File: src/hdl/lps_pkg.sv
package lps_pkg;

  // register indexes on the configuration channel
  localparam logic [1:0] REG_FIXED_PATTERN = 2'd0;
  localparam logic [1:0] REG_FIXED_MASK    = 2'd1;

  // led bits
  localparam logic [3:0] LED_Y = 4'b0001;
  localparam logic [3:0] LED_B = 4'b0010;
  localparam logic [3:0] LED_G = 4'b0100;
  localparam logic [3:0] LED_R = 4'b1000;

  typedef struct packed {
    logic [3:0] fixed_pattern;
    logic [3:0] fixed_mask;
  } cfg_t;

  // number of steps in each pattern
  function automatic logic [2:0] seq_len(input logic [2:0] sel);
    logic [2:0] len;
    case (sel)
      3'd0:    len = 3'd4;
      3'd1:    len = 3'd6;
      3'd2:    len = 3'd2;
      3'd3:    len = 3'd2;
      3'd4:    len = 3'd2;
      3'd5:    len = 3'd5;
      3'd6:    len = 3'd6;
      3'd7:    len = 3'd7;
      default: len = 3'd2;
    endcase
    return len;
  endfunction

  // led word of one step; unused steps read as all off
  function automatic logic [3:0] seq_word(input logic [2:0] sel, input logic [2:0] step);
    logic [3:0] w;
    w = 4'b0000;
    case (sel)
      3'd0: begin
        case (step)
          3'd0: w = LED_Y;
          3'd1: w = LED_B;
          3'd2: w = LED_G;
          3'd3: w = LED_R;
          default: w = 4'b0000;
        endcase
      end
      3'd1: begin
        case (step)
          3'd0: w = LED_Y;
          3'd1: w = LED_B;
          3'd2: w = LED_G;
          3'd3: w = LED_R;
          3'd4: w = LED_G;
          3'd5: w = LED_B;
          default: w = 4'b0000;
        endcase
      end
      3'd2: w = (step == 3'd0) ? LED_R : 4'b0000;
      3'd3: begin
        case (step)
          3'd0: w = LED_Y | LED_R;
          3'd1: w = LED_B | LED_G;
          default: w = 4'b0000;
        endcase
      end
      3'd4: w = (step == 3'd0) ? (LED_Y | LED_B | LED_G | LED_R) : 4'b0000;
      3'd5: begin
        case (step)
          3'd0: w = LED_R;
          3'd1: w = LED_G;
          3'd2: w = LED_B;
          3'd3: w = LED_Y;
          default: w = 4'b0000;
        endcase
      end
      3'd6: begin
        case (step)
          3'd0: w = LED_R;
          3'd1: w = LED_G | LED_R;
          3'd2: w = LED_B | LED_G;
          3'd3: w = LED_Y | LED_B;
          3'd4: w = LED_Y;
          default: w = 4'b0000;
        endcase
      end
      3'd7: begin
        case (step)
          3'd0: w = LED_R;
          3'd1: w = LED_G | LED_R;
          3'd2: w = LED_B | LED_G | LED_R;
          3'd3: w = LED_Y | LED_B | LED_G;
          3'd4: w = LED_Y | LED_B;
          3'd5: w = LED_Y;
          default: w = 4'b0000;
        endcase
      end
      default: w = 4'b0000;
    endcase
    return w;
  endfunction

  // dwell of one step in ticks; pattern 0 steps last four, the blank tail step of patterns 5 to 7 lasts two
  function automatic logic [2:0] seq_dwell(input logic [2:0] sel, input logic [2:0] step);
    logic [2:0] d;
    case (sel)
      3'd0:    d = (step <= 3'd3) ? 3'd4 : 3'd1;
      3'd5:    d = (step == 3'd4) ? 3'd2 : 3'd1;
      3'd6:    d = (step == 3'd5) ? 3'd2 : 3'd1;
      3'd7:    d = (step == 3'd6) ? 3'd2 : 3'd1;
      default: d = 3'd1;
    endcase
    return d;
  endfunction

endpackage

File: src/hdl/lps_cfg_regs.sv
module lps_cfg_regs (
  input  logic              clk,
  input  logic              rst,
  input  logic              cfg_valid,
  output logic              cfg_ready,
  input  logic [1:0]        cfg_index,
  input  logic [3:0]        cfg_data,
  output lps_pkg::cfg_t     cfg
);

  assign cfg_ready = 1'b1;

  // register write decode, unknown indexes are dropped
  always_ff @(posedge clk) begin
    if (rst) begin
      cfg.fixed_pattern <= 4'b0000;
      cfg.fixed_mask    <= 4'b0000;
    end else if (cfg_valid) begin
      case (cfg_index)
        lps_pkg::REG_FIXED_PATTERN: cfg.fixed_pattern <= cfg_data;
        lps_pkg::REG_FIXED_MASK:    cfg.fixed_mask    <= cfg_data;
        default: ;
      endcase
    end
  end

endmodule

File: src/hdl/lps_sequencer.sv
module lps_sequencer (
  input  logic          clk,
  input  logic          rst,
  input  logic          advance,
  input  logic [2:0]    pattern_select,
  input  logic          button_fixed,
  input  logic          button_invert,
  input  lps_pkg::cfg_t cfg,
  output logic [3:0]    led_drive
);

  logic [2:0] last_pattern;
  logic [2:0] step_index;
  logic [2:0] dwell_count;
  logic [2:0] step_index_next;
  logic [2:0] dwell_count_next;

  logic       restart;
  logic [2:0] step_cur;
  logic [2:0] dwell_cur;
  logic [2:0] dwell_inc;
  logic [2:0] step_inc;
  logic [3:0] rom_word;
  logic [3:0] merged;
  logic [3:0] forced;

  // a new pattern starts from its first step
  assign restart   = (pattern_select != last_pattern);
  assign step_cur  = restart ? 3'd0 : step_index;
  assign dwell_cur = restart ? 3'd0 : dwell_count;

  // led word: pattern merged with fixed levels, then buttons
  assign rom_word  = lps_pkg::seq_word(pattern_select, step_cur);
  assign merged    = (rom_word & ~cfg.fixed_mask) | (cfg.fixed_pattern & cfg.fixed_mask);
  assign forced    = button_fixed ? cfg.fixed_pattern : merged;
  assign led_drive = button_invert ? ~forced : forced;

  // dwell and step advance, step wraps at the pattern length
  assign dwell_inc = dwell_cur + 3'd1;
  assign step_inc  = step_cur + 3'd1;

  always_comb begin
    step_index_next  = step_cur;
    dwell_count_next = dwell_inc;
    if (dwell_inc >= lps_pkg::seq_dwell(pattern_select, step_cur)) begin
      dwell_count_next = 3'd0;
      if ((step_cur == 3'd7) || (step_inc >= lps_pkg::seq_len(pattern_select))) begin
        step_index_next = 3'd0;
      end else begin
        step_index_next = step_inc;
      end
    end
  end

  // sequence state moves once per tick
  always_ff @(posedge clk) begin
    if (rst) begin
      last_pattern <= 3'd0;
      step_index   <= 3'd0;
      dwell_count  <= 3'd0;
    end else if (advance) begin
      last_pattern <= pattern_select;
      step_index   <= step_index_next;
      dwell_count  <= dwell_count_next;
    end
  end

endmodule

File: src/hdl/led_pattern_sequencer.sv
// each input transfer passes the input register and then the result register on its way to m_axis.
// throughput: one tick per cycle while m_axis does not stall; the step update between
// the input register and the result register is combinational.
// reset (rst, synchronous, active high) empties both registers, zeroes the
// fixed pattern and mask, and restarts the sequence at pattern 0, step 0.
module led_pattern_sequencer (
  input  logic       clk,
  input  logic       rst,
  // configuration write channel
  input  logic       cfg_valid,
  output logic       cfg_ready,
  input  logic [1:0] cfg_index,
  input  logic [3:0] cfg_data,
  // tick input
  input  logic       s_axis_tvalid,
  output logic       s_axis_tready,
  input  logic [7:0] s_axis_tdata,   // [2:0] pattern_select, [7:3] zero
  input  logic [1:0] s_axis_tuser,   // [0] button_fixed, [1] button_invert
  // led result
  output logic       m_axis_tvalid,
  input  logic       m_axis_tready,
  output logic [7:0] m_axis_tdata    // [3:0] led_drive, [7:4] zero
);

  lps_pkg::cfg_t cfg;

  logic       in_valid;
  logic [2:0] in_select;
  logic       in_fixed;
  logic       in_invert;
  logic       advance;
  logic [3:0] led_word;
  logic [3:0] led_drive;

  lps_cfg_regs u_cfg (
    .clk       (clk),
    .rst       (rst),
    .cfg_valid (cfg_valid),
    .cfg_ready (cfg_ready),
    .cfg_index (cfg_index),
    .cfg_data  (cfg_data),
    .cfg       (cfg)
  );

  // input stage moves on whenever the result register is free or drains
  assign advance       = in_valid && (!m_axis_tvalid || m_axis_tready);
  assign s_axis_tready = !in_valid || advance;

  // input register
  always_ff @(posedge clk) begin
    if (rst) begin
      in_valid <= 1'b0;
    end else if (s_axis_tready) begin
      in_valid <= s_axis_tvalid;
    end
  end

  always_ff @(posedge clk) begin
    if (s_axis_tvalid && s_axis_tready) begin
      in_select <= s_axis_tdata[2:0];
      in_fixed  <= s_axis_tuser[0];
      in_invert <= s_axis_tuser[1];
    end
  end

  lps_sequencer u_seq (
    .clk            (clk),
    .rst            (rst),
    .advance        (advance),
    .pattern_select (in_select),
    .button_fixed   (in_fixed),
    .button_invert  (in_invert),
    .cfg            (cfg),
    .led_drive      (led_word)
  );

  // result register
  always_ff @(posedge clk) begin
    if (rst) begin
      m_axis_tvalid <= 1'b0;
    end else if (advance) begin
      m_axis_tvalid <= 1'b1;
    end else if (m_axis_tready) begin
      m_axis_tvalid <= 1'b0;
    end
  end

  always_ff @(posedge clk) begin
    if (advance) begin
      led_drive <= led_word;
    end
  end

  assign m_axis_tdata = {4'b0000, led_drive};

endmodule

File: config.mk
export PLATFORM = sky130hd
export DESIGN_NAME = led_pattern_sequencer
export DESIGN_NICKNAME = d
export VERILOG_FILES = /design/src/hdl/lps_pkg.sv /design/src/hdl/lps_cfg_regs.sv /design/src/hdl/lps_sequencer.sv /design/src/hdl/led_pattern_sequencer.sv
export SDC_FILE = /design/constraint.sdc
export NUM_CORES = 1
export LEC_CHECK = 0
export BUFFER_PORTS_ARGS = -buffer_cell sky130_fd_sc_hd__buf_2
export CAP_MARGIN = 10
export CORE_ASPECT_RATIO = 0.9
export CORE_MARGIN = 4
export CORE_UTILIZATION = 35
export DETAILED_ROUTE_END_ITERATION = 16
export GPL_TIMING_DRIVEN = 1
export PLACE_DENSITY = 0.6
export SETUP_SLACK_MARGIN = 0.1
export SLEW_MARGIN = 15
export SYNTH_ARGS = -nofsm -noshare
export SYNTH_HDL_FRONTEND = slang
export SYNTH_SLANG_ARGS = --single-unit
File: constraint.sdc
create_clock -name clk -period 4.3 [get_ports clk]
set_input_delay 0.645 -clock clk [delete_from_list [all_inputs] [get_ports clk]]
set_output_delay 0.645 -clock clk [all_outputs]
set_load 0.1 [all_outputs]
==> metrics.txt <==
# TYPE chip_impl_metric gauge
chip_impl_metric{name="drt.antenna.violating_nets",unit=""} 0
chip_impl_metric{name="timing.max_slew.rel_slack",unit="%"} 50.7
chip_impl_metric{name="final_cells",unit=""} 326
chip_impl_metric{name="hold_viol_final",unit=""} 0
chip_impl_metric{name="max_slew.worst_pin.slew",unit="ns"} 0.737
chip_impl_metric{name="post_layout_min_period",unit="ns"} 3.63
chip_impl_metric{name="routedLengthMet1",unit="um"} 2140
chip_impl_metric{name="numCtsBuffers",unit=""} 5
chip_impl_info{name="status",value="finished, final reports clean"} 1
chip_impl_metric{name="fp.dieH",unit="um"} 81.0
chip_impl_metric{name="antenna_found_initial",unit=""} 0
chip_impl_metric{name="detailedRoute.firstIterationViolations",unit=""} 191
chip_impl_metric{name="fin_total_pwr",unit="mW"} 0.767
chip_impl_metric{name="drt_first_pass_iters",unit=""} 4
chip_impl_info{name="layout_commonest_cell",value="nand2_1"} 1
chip_impl_metric{name="core",unit="um2"} 5730
chip_impl_metric{name="slew_viol_final",unit=""} 0
chip_impl_metric{name="grt_start_max_net_pins",unit=""} 23
chip_impl_metric{name="placedInstanceArea",unit="um2"} 2210
chip_impl_metric{name="antenna_cells",unit=""} 0
chip_impl_metric{name="multi_input_area",unit="um2"} 1230
chip_impl_metric{name="totalNegativeSetupSlack",unit="ns"} 0
chip_impl_metric{name="postCtsSetupRepairBufs",unit=""} 0
chip_impl_metric{name="fp.dieArea",unit="um2"} 7220
chip_impl_info{name="clock_tree.root_cell",value="clkbuf_8"} 1
chip_impl_metric{name="post-route-period-util",unit="%"} 84.5
chip_impl_metric{name="synth.yosys.seq_area_share",unit="%"} 34.3
chip_impl_metric{name="ctsLongestPathBuffers",unit=""} 2
chip_impl_info{name="startpoint_type",value="flop"} 1
chip_impl_metric{name="clock_latency",unit="ns"} 0.30
chip_impl_metric{name="drive_above_1_share",unit="%"} 18.0
chip_impl_metric{name="ios",unit=""} 32
chip_impl_metric{name="initial_utilization",unit="%"} 36.2
chip_impl_metric{name="post_cts_resize_count",unit=""} 0
chip_impl_metric{name="row_count",unit=""} 26
chip_impl_metric{name="numPortBuffers",unit=""} 21
chip_impl_metric{name="final.setup_skew",unit="ns"} 0.0109
chip_impl_metric{name="place.detailed.instances",unit=""} 318
chip_impl_info{name="yosysTopAreaCell",value="dfxtp_1"} 1
chip_impl_metric{name="synthToLayoutAreaGrowth",unit="%"} 12.3
chip_impl_metric{name="fmax",unit="MHz"} 275
chip_impl_metric{name="ys.warnings.count",unit=""} 0
chip_impl_metric{name="postRouteWirelength",unit="um"} 4450
chip_impl_metric{name="setup_viol",unit=""} 0
chip_impl_metric{name="hold_buffers",unit=""} 0
chip_impl_metric{name="data_required_time_of_the_critical_path",unit="ns"} 4.53
chip_impl_metric{name="sequential_cell_area",unit="um2"} 711
chip_impl_metric{name="globalRouteOverflowTotal",unit=""} 0
chip_impl_info{name="timing.setup.critical_path_class",value="flop to flop"} 1
chip_impl_metric{name="power.ir.vdd_worst",unit="V"} 0.000152
chip_impl_metric{name="yosys.area.top_type_share",unit="%"} 21.3
chip_impl_info{name="main_area_contributors_after_synthesis",value="dfxtp_1, edfxtp_1, ha_1"} 1
chip_impl_metric{name="vias_per_cell",unit=""} 5.18
chip_impl_metric{name="synthesis.instances",unit=""} 237
chip_impl_metric{name="cellPowerDensity",unit="nW/um2"} 330
chip_impl_metric{name="avg_wl_per_cell",unit="um"} 13.7
chip_impl_metric{name="final_nets",unit=""} 290
chip_impl_metric{name="clk_pin_slew_worst_paths",unit="ns"} 0.07
chip_impl_info{name="worstSetupEndpointType",value="flop"} 1
chip_impl_metric{name="dr_wl_met3",unit="um"} 247
chip_impl_info{name="cts_tree",value="yes"} 1
chip_impl_metric{name="final_core_utilization",unit="%"} 40.6
chip_impl_metric{name="p_leak",unit="nW"} 0.970
chip_impl_metric{name="cts.sink_count",unit=""} 31
chip_impl_metric{name="synth-edff-count",unit=""} 9
chip_impl_metric{name="maxCapViolCount",unit=""} 0
chip_impl_metric{name="rd_place_congestion",unit=""} 0.818
chip_impl_metric{name="post_layout_instance_area",unit="um2"} 2330
chip_impl_metric{name="synth.cell_area",unit="um2"} 2070
chip_impl_info{name="top_signal_layer_used",value="met4"} 1
chip_impl_metric{name="synthArstFlopShare",unit="%"} 0
chip_impl_metric{name="dp_hpwl",unit="um"} 3310
chip_impl_metric{name="die-width",unit="um"} 89.1
chip_impl_info{name="final_cell_mix",value="nand2_1, dfxtp_1, buf_2"} 1
chip_impl_metric{name="critPathMaxFanout",unit=""} 18
chip_impl_metric{name="filler_cell_count",unit=""} 597
chip_impl_metric{name="globalRouteTotalUtil",unit="%"} 13.8
chip_impl_metric{name="arrival",unit="ns"} 3.86
chip_impl_metric{name="yosys.cell_types.count",unit=""} 51
chip_impl_info{name="holdCritPathClass",value="flop to flop"} 1
chip_impl_metric{name="grt_first_pass_wirelength",unit="um"} 7510
chip_impl_metric{name="synth-seq-cells",unit=""} 31
chip_impl_metric{name="detailroute.via_count",unit=""} 1690
chip_impl_metric{name="synth.avg_cell_area",unit="um2"} 8.74
chip_impl_metric{name="route.detailed.drc",unit=""} 0
chip_impl_info{name="yosys_most_used_dff",value="dfxtp_1"} 1
chip_impl_info{name="rsz0062_at_grt",value="no"} 1
chip_impl_metric{name="cts_max_level",unit=""} 2
chip_impl_metric{name="met2_length",unit="um"} 1990
chip_impl_metric{name="number_of_global_route_vias_before_repair",unit=""} 1566
==> registers in the layout, indices dropped and copies added (netlist names), named ones only <==
name                count
u_seq.last_pattern      3
u_cfg.cfg               8
in_fixed                1
led_drive               4
u_seq.step_index        3
u_seq.dwell_count       3
in_valid                1
in_invert               1
m_axis_tvalid           1
in_select               3
==> final cells by class <==
type	instances	area share, %
tap	70	3.77
clock buffer	6	3.55
multi-input combinational	180	52.9
sequential	31	30.6
clock inverter	2	1.51
timing repair buffer	25	5.81
inverter	12	1.94
==> worst max-delay path, cell delays in order (launching register included) <==
cell	delay, ns
edfxtp_1	0.68
xnor2_4	0.35
and3_4	0.27
nand2_1	0.09
inv_1	0.08
ha_1	0.30
mux2_2	0.22
nand3_1	0.07
o22a_1	0.20
ha_1	0.27
nand2b_1	0.14
a21o_1	0.20
a21o_1	0.22
or3_1	0.32
a21oi_1	0.14
==> logic make-up after synthesis <==
group | Yosys count | share of synthesized area [%]
simple gates | 83 | 19.8
compound gates | 57 | 18.2
flops | 31 | 34.3
buf+inv | 29 | 6.88
fa+ha+maj | 14 | 8.45
mux | 12 | 6.04
xor+xnor | 9 | 5.98
other cells | 2 | 0.362
==> final timing paths <==
path | endpoint | slack [ns] | start | cells after the start
setup reg to reg | u_seq.dwell_count[0] | 0.67 | in_select[1] | 14
hold reg to reg | u_seq.dwell_count[1] | 0.45 | u_seq.dwell_count[1] | 2
hold / removal | u_seq.dwell_count[1] | 0.45 | u_seq.dwell_count[1] | 2
setup / recovery | u_seq.dwell_count[0] | 0.67 | in_select[1] | 14
==> synthesized netlist by cell type (5+ instances only) <==
master     n
a41oi_1    5
nand2_1   24
ha_1      14
o21ai_0   13
buf_4      8
a21oi_1   14
dfxtp_1   22
nor2_1    20
nand3_1   11
edfxtp_1   9
inv_1     10
nand4_1    6
mux2i_1    8
==> report_power, final <==
part	internal, mW	switching (mW)
clock	0.187	0.117
sequential	0.316	0.0124
combinational	0.0406	0.0936
==> metrics by stage <==
stage	setup WS (ns)	hold WS, ns
2_1_floorplan	1.21	0.427
3_3_place_gp	0.723	0.436
3_5_place_dp	0.706	0.442
4_1_cts	0.684	0.452
5_1_grt	0.323	0.460
6_report	0.668	0.453
==> layer usage <==
metal  GRT usage, %  up-vias
met1           19.2      765
met5              0        -
met2           19.6       42
li1               -      877
met3           4.16        6
met4           5.95        0
Note: power is estimated with default switching activity, not from simulation.
